**config.mk**
```make
export PLATFORM = sky130hd
export DESIGN_NAME = mma_ctrl
export DESIGN_NICKNAME = d
export VERILOG_FILES = /design/src/sv/mma_pkg.sv /design/src/sv/mma_ctrl.sv
export SDC_FILE = /design/constraint.sdc
export NUM_CORES = 1
export LEC_CHECK = 0
export BUFFER_PORTS_ARGS = -buffer_cell sky130_fd_sc_hd__clkbuf_2
export CORE_AREA = 2 2 39 41
export DETAILED_ROUTE_END_ITERATION = 8
export DIE_AREA = 0 0 41 43
export PLACE_DENSITY = 0.63
export REMOVE_ABC_BUFFERS = 1
export SYNTH_ARGS = -nofsm -noshare
export SYNTH_HDL_FRONTEND = slang
export SYNTH_SLANG_ARGS = --single-unit
```
**constraint.sdc**
```tcl
create_clock -name clk -period 1.35 [get_ports clk]
set_clock_uncertainty 0.15 [all_clocks]
set_input_delay 0.27 -clock clk [delete_from_list [all_inputs] [get_ports clk]]
set_output_delay 0.27 -clock clk [all_outputs]
set_load 0.005 [all_outputs]
```
**src/sv/mma_pkg.sv**
```systemverilog
// Shared types, codes and constants of the matrix multiply-accumulate block.
package mma_pkg;

  localparam int MAX_INNER_DEF = 64;
  localparam int MAX_COLS_DEF  = 16;

  localparam int VALUE_W = 32;
  localparam int ACC_W   = 48;
  localparam int PROD_W  = 64;
  localparam int FRAC_W  = 16;
  localparam int COL_W   = 4;
  localparam int ROW_W   = 6;
  localparam int CFG_W   = 7;

  localparam logic [1:0] FUNC_COEF   = 2'd0;
  localparam logic [1:0] FUNC_PRESET = 2'd1;
  localparam logic [1:0] FUNC_ELEM   = 2'd2;

  localparam logic REG_INNER_LEN = 1'b0;
  localparam logic REG_COL_COUNT = 1'b1;

  localparam logic [6:0] INNER_LEN_RST = 7'd64;
  localparam logic [4:0] COL_COUNT_RST = 5'd16;

  typedef struct packed {
    logic coef_wr;
    logic acc_preset;
    logic elem_load;
    logic mac_issue;
    logic out_issue;
    logic out_load;
    logic acc_clr;
    logic col_clr;
  } cmd_t;

  typedef struct packed {
    logic item_coef;
    logic item_preset;
    logic item_elem;
    logic item_last;
    logic nc_zero;
    logic col_last;
    logic pipe_busy;
    logic out_full;
  } status_t;

endpackage

```
**src/sv/mma_ctrl.sv**
```systemverilog
// Controller state machine that sequences item handling, column passes and results.
module mma_ctrl (
  input  logic                clk,
  input  logic                rst_n,
  input  logic                in_valid,
  output logic                in_ready,
  input  mma_pkg::status_t    st,
  output mma_pkg::cmd_t       cmd
);

  localparam logic [2:0] ST_IDLE   = 3'd0;
  localparam logic [2:0] ST_MAC    = 3'd1;
  localparam logic [2:0] ST_DRAIN  = 3'd2;
  localparam logic [2:0] ST_OUT_RD = 3'd3;
  localparam logic [2:0] ST_OUT_LD = 3'd4;

  logic [2:0] state_r;
  logic [2:0] state_nxt;
  logic       last_pend_r;
  logic       last_pend_nxt;
  logic       fire;

  assign in_ready = (state_r == ST_IDLE);
  assign fire     = in_valid && in_ready;

  always_comb begin
    cmd           = '0;
    state_nxt     = state_r;
    last_pend_nxt = last_pend_r;
    unique case (state_r)
      ST_IDLE: begin
        if (fire) begin
          if (st.item_coef) begin
            cmd.coef_wr = 1'b1;
          end else if (st.item_preset) begin
            cmd.acc_preset = 1'b1;
          end else if (st.item_elem) begin
            if (st.nc_zero) begin
              cmd.acc_clr = st.item_last;
            end else begin
              cmd.elem_load = 1'b1;
              last_pend_nxt = st.item_last;
              state_nxt     = ST_MAC;
            end
          end
        end
      end
      ST_MAC: begin
        cmd.mac_issue = 1'b1;
        if (st.col_last) begin
          state_nxt = ST_DRAIN;
        end
      end
      ST_DRAIN: begin
        if (!st.pipe_busy) begin
          if (last_pend_r) begin
            cmd.col_clr = 1'b1;
            state_nxt   = ST_OUT_RD;
          end else begin
            state_nxt = ST_IDLE;
          end
        end
      end
      ST_OUT_RD: begin
        cmd.out_issue = 1'b1;
        state_nxt     = ST_OUT_LD;
      end
      ST_OUT_LD: begin
        if (!st.out_full) begin
          cmd.out_load = 1'b1;
          if (st.col_last) begin
            cmd.acc_clr = 1'b1;
            state_nxt   = ST_IDLE;
          end else begin
            state_nxt = ST_OUT_RD;
          end
        end
      end
      default: begin
        state_nxt = ST_IDLE;
      end
    endcase
  end

  always_ff @(posedge clk) begin
    if (!rst_n) begin
      state_r     <= ST_IDLE;
      last_pend_r <= 1'b0;
    end else begin
      state_r     <= state_nxt;
      last_pend_r <= last_pend_nxt;
    end
  end

endmodule

```
* Word-level counts from Yosys, hierarchy flattened
Cells that the tools add are included.
** Word-level totals
- Register bits after elaboration :: 4
** Operators by class
- Eq/ne operators :: 12
- Multiplexer cells :: 33
- Bitwise gates (word level) :: 3
- Reduce and logical (&&, ||, !) cells :: 4
** Operators by type and width (count)
- 2-to-1 mux 3 bit :: 10
- 2-to-1 mux 1 bit :: 17
- one-hot mux 3 bit (5 select lines) :: 1
- inequality test 2 bit, second input constant :: 6
- 2-to-1 mux 2 bit :: 4
- AND reduction 8 bit :: 1
- equality test 3 x 2 -> 1 bit, second input constant :: 2
- AND reduction 6 bit :: 1
- inequality test 2 x 1 -> 1 bit, second input constant :: 2
- equality test 3 x 1 -> 1 bit, second input constant :: 1
- equality test 3 bit, second input constant :: 1
- logical NOT 3 bit :: 1
- NOT 1 bit :: 3
- one-hot mux 1 bit (2 select lines) :: 1
- logical AND 1 bit :: 1

* Depth between registers and ports, before layout
- Depth after elaboration :: 6
- Mapped depth :: 5
- Mapped depth without buffers :: 4

* Least setup slack after synthesis
Ideal clock, no wire load.
- Path type :: flip-flop to output port
- From :: register state_r[0]
- To :: output cmd[6] (netlist bit)
- Data arrival time :: 0.982 ns
- Data required time :: 0.930 ns
- Path slack :: -0.052 ns
- Stages on the path, launching flop included :: 5
- Cell sequence :: dfxtp_1 buf_4 nor3_4 nand2_1 nor3b_1
** RTL lines
- from (decl) :: line mma_ctrl.sv:17 : logic [2:0] state_r;
- from (signal assigned) :: line mma_ctrl.sv:90 : state_r <= state_nxt;
- to (decl) :: line mma_ctrl.sv:8 : output mma_pkg::cmd_t cmd

==> impl_metrics.json <==
{
  "drtPass1Iterations": 4,
  "insertion_delay_ns": 0.23,
  "clock_path_buffers": 2,
  "fin_ws_ns": -0.302,
  "layoutNonFillerInstCount": 98,
  "yosys_warnings": 0,
  "p_leak_nw": 0.331,
  "hp-class": "input pin to register",
  "max_freq_mhz": 605,
  "htreeDepth": 1,
  "synth_seq_cells": 4,
  "required_ns": 0.93,
  "critPathMaxStageDelay_ns": 0.35,
  "die_x_um": 41,
  "yosysSeqAreaShare": 0.221,
  "r2r_start": "state_r[0]",
  "cts_buffers": 3,
  "drt_iter0_drc": 2,
  "cp-startpoint": "state_r[0]",
  "grt_pass1_vias": 435,
  "ir_worst_vdd_mv": 0.411,
  "ant_nets": 0,
  "clockRootBuffer": "clkbuf_4",
  "setup_viol": 13,
  "final_cell_mix": "buf_4 (15), clkbuf_2 (14), nor2_1 (5), buf_2 (5)",
  "num_vias": 470,
  "final_common_cell": "buf_4",
  "tns_ns": -2.46,
  "period_share": 1.22,
  "placement_rows": 14,
  "wl_per_cell_um": 11.0,
  "vias_per_cell": 4.80,
  "rsz0062_at_grt": "true",
  "fp.dieArea_mm2": 0.00176,
  "violations": "setup timing",
  "status": "finished, violations left",
  "post-dp-hpwl_um": 770,
  "critical-path-top-delay-family": "simple AND/OR/NAND/NOR gates",
  "clkTransAtPathRegs_ns": 0.03,
  "placed_cells": 88,
  "worstPathMaxFanout": 4,
  "worstPathCellList": "nor3_4 > buf_4 > and3_1 > buf_2",
  "gp_congestion": 0.740,
  "synthDistinctLibCells": 26,
  "start_util": 0.261,
  "final_net_count": 95,
  "hp-start": "st[4]",
  "synth_cells": 44,
  "io_buffers": 19,
  "grt_max_degree": 8,
  "fin_area_um2": 698,
  "antenna_found_initial": 0,
  "worstMarginPinSlew_ns": 0.442,
  "drive_gt1_frac": 0.720,
  "place_area_um2": 541,
  "core_mm2": 0.00138,
  "io_pins": 20,
  "n_antenna_cell": 0,
  "avgSynthCellArea_um2": 8.22,
  "cts.sinks": 4,
  "gr-total-overflow": 0,
  "setup.worst_path.end_class": "output port",
  "routed_wl_mm": 1.08,
  "cts_tree": "built",
  "fin_crit_ns": 1.65,
  "drc": 0,
  "grt_pass1_wl_mm": 1.72,
  "drv_cap": 0,
  "maxSlewViolCount": 0,
  "slew_headroom": 0.701,
  "p_per_area_mw_per_mm2": 462,
  "start_kind": "register",
  "worst-path-buf-inv": 2,
  "crit_arrival_ns": 1.23,
  "die_h_um": 43,
  "cpMaxStageDelayCell": "dfxtp_4",
  "track_usage": 0.141,
  "netlist_area_um2": 362,
  "path_class": "register to output port",
  "hold_viol": 0,
  "area_growth_pct": 93.1
}
==> metrics by stage <==
| stage | power (mW) | setup WS, ns | utilization | hold WS [ns] |
|---|---|---|---|---|
| 2_1_floorplan | 0.139 | -0.0275 | - | 0.248 |
| 3_3_place_gp | 0.179 | -0.146 | 0.391 | 0.384 |
| 3_5_place_dp | 0.179 | -0.179 | 0.391 | 0.381 |
| 4_1_cts | 0.329 | -0.304 | 0.475 | 0.157 |
| 5_1_grt | 0.348 | -0.373 | 0.505 | 0.194 |
| 6_report | 0.322 | -0.302 | 0.505 | 0.165 |
==> path summary, 6_finish.rpt <==
kind / slack [ns] / endpoint / cells past startpoint
hold / removal: 0.16 / last_pend_r / 3
hold reg to reg: 0.38 / state_r[0] / 2
setup / recovery: -0.30 / cmd[7] / 4
setup reg to reg: -0.12 / state_r[2] / 7
==> cell usage after synthesis <==
cell / n / area share
nor3b_1: 3 / 0.062
nor3_4: 1 / 0.045
nand3b_1: 1 / 0.021
a21oi_1: 3 / 0.042
buf_6: 1 / 0.031
maj3_1: 1 / 0.028
or3b_1: 1 / 0.024
a31oi_1: 2 / 0.035
dfxtp_1: 4 / 0.22
nor4b_1: 1 / 0.024
nand4_1: 2 / 0.035
and3_1: 2 / 0.035
buf_4: 1 / 0.021
o21ai_2: 1 / 0.024
nand3_1: 1 / 0.014
o22ai_1: 1 / 0.017
nor4b_2: 1 / 0.042
buf_12: 1 / 0.055
nor3_1: 1 / 0.014
inv_1: 2 / 0.021
and3b_1: 1 / 0.024
o21ai_1: 1 / 0.014
nor2b_1: 3 / 0.052
nand2_1: 2 / 0.021
nor2_1: 5 / 0.052
mux2i_1: 1 / 0.028
==> report_power, final <==
part	leakage (nW)	internal, mW	total (mW)	switching (mW)
Sequential	0.0347	0.115	0.116	0.00173
Combinational	0.283	0.0369	0.0651	0.0282
Clock	0.0138	0.0989	0.141	0.0420
==> cells by family after synthesis <==
kind of cell	Yosys count	share of synthesized area
flops	4	0.221
fa+ha+maj	1	0.0277
buf+inv	5	0.128
simple gates	25	0.464
compound gates	8	0.131
mux	1	0.0277
==> area by class of cell <==
cell class / count / area [um2]
clock buffer: 3 / 22.5
sequential: 4 / 91.3
multi-input combinational: 35 / 295
fill: 147 / 686
inverter: 2 / 7.51
tap: 16 / 20.0
timing repair buffer: 38 / 262
==> tightest hold or removal path, delay by kind of cell <==
family | cells | cell delay [ns]
AND/OR/NAND/NOR | 1 | 0.09
multiplexers | 1 | 0.06
buffers and inverters | 1 | 0.09
==> registers in the layout (all words and copies together) (netlist names) <==
signal,count
last_pend_r,1
state_r,3
==> timing repair <==
| item | CTS | global route |
|---|---|---|
| resized for setup | 15 | 13 |
| endpoints found under the hold margin | 0 | 0 |
| setup buffers | 5 | 2 |
| pin swaps | 6 | 6 |
| hold buffers | 0 | 0 |
| setup endpoints to repair | 12 | 12 |
==> per-layer routing <==
layer  up-vias  routed length (um)  GRT usage
li1        239                   -          -
met1       214                 467      0.161
met4         0                   0     0.0400
met5         -                   0          0
met2        17                 548      0.234
met3         0                  60     0.0471
Power figures use the tool's default switching activity.
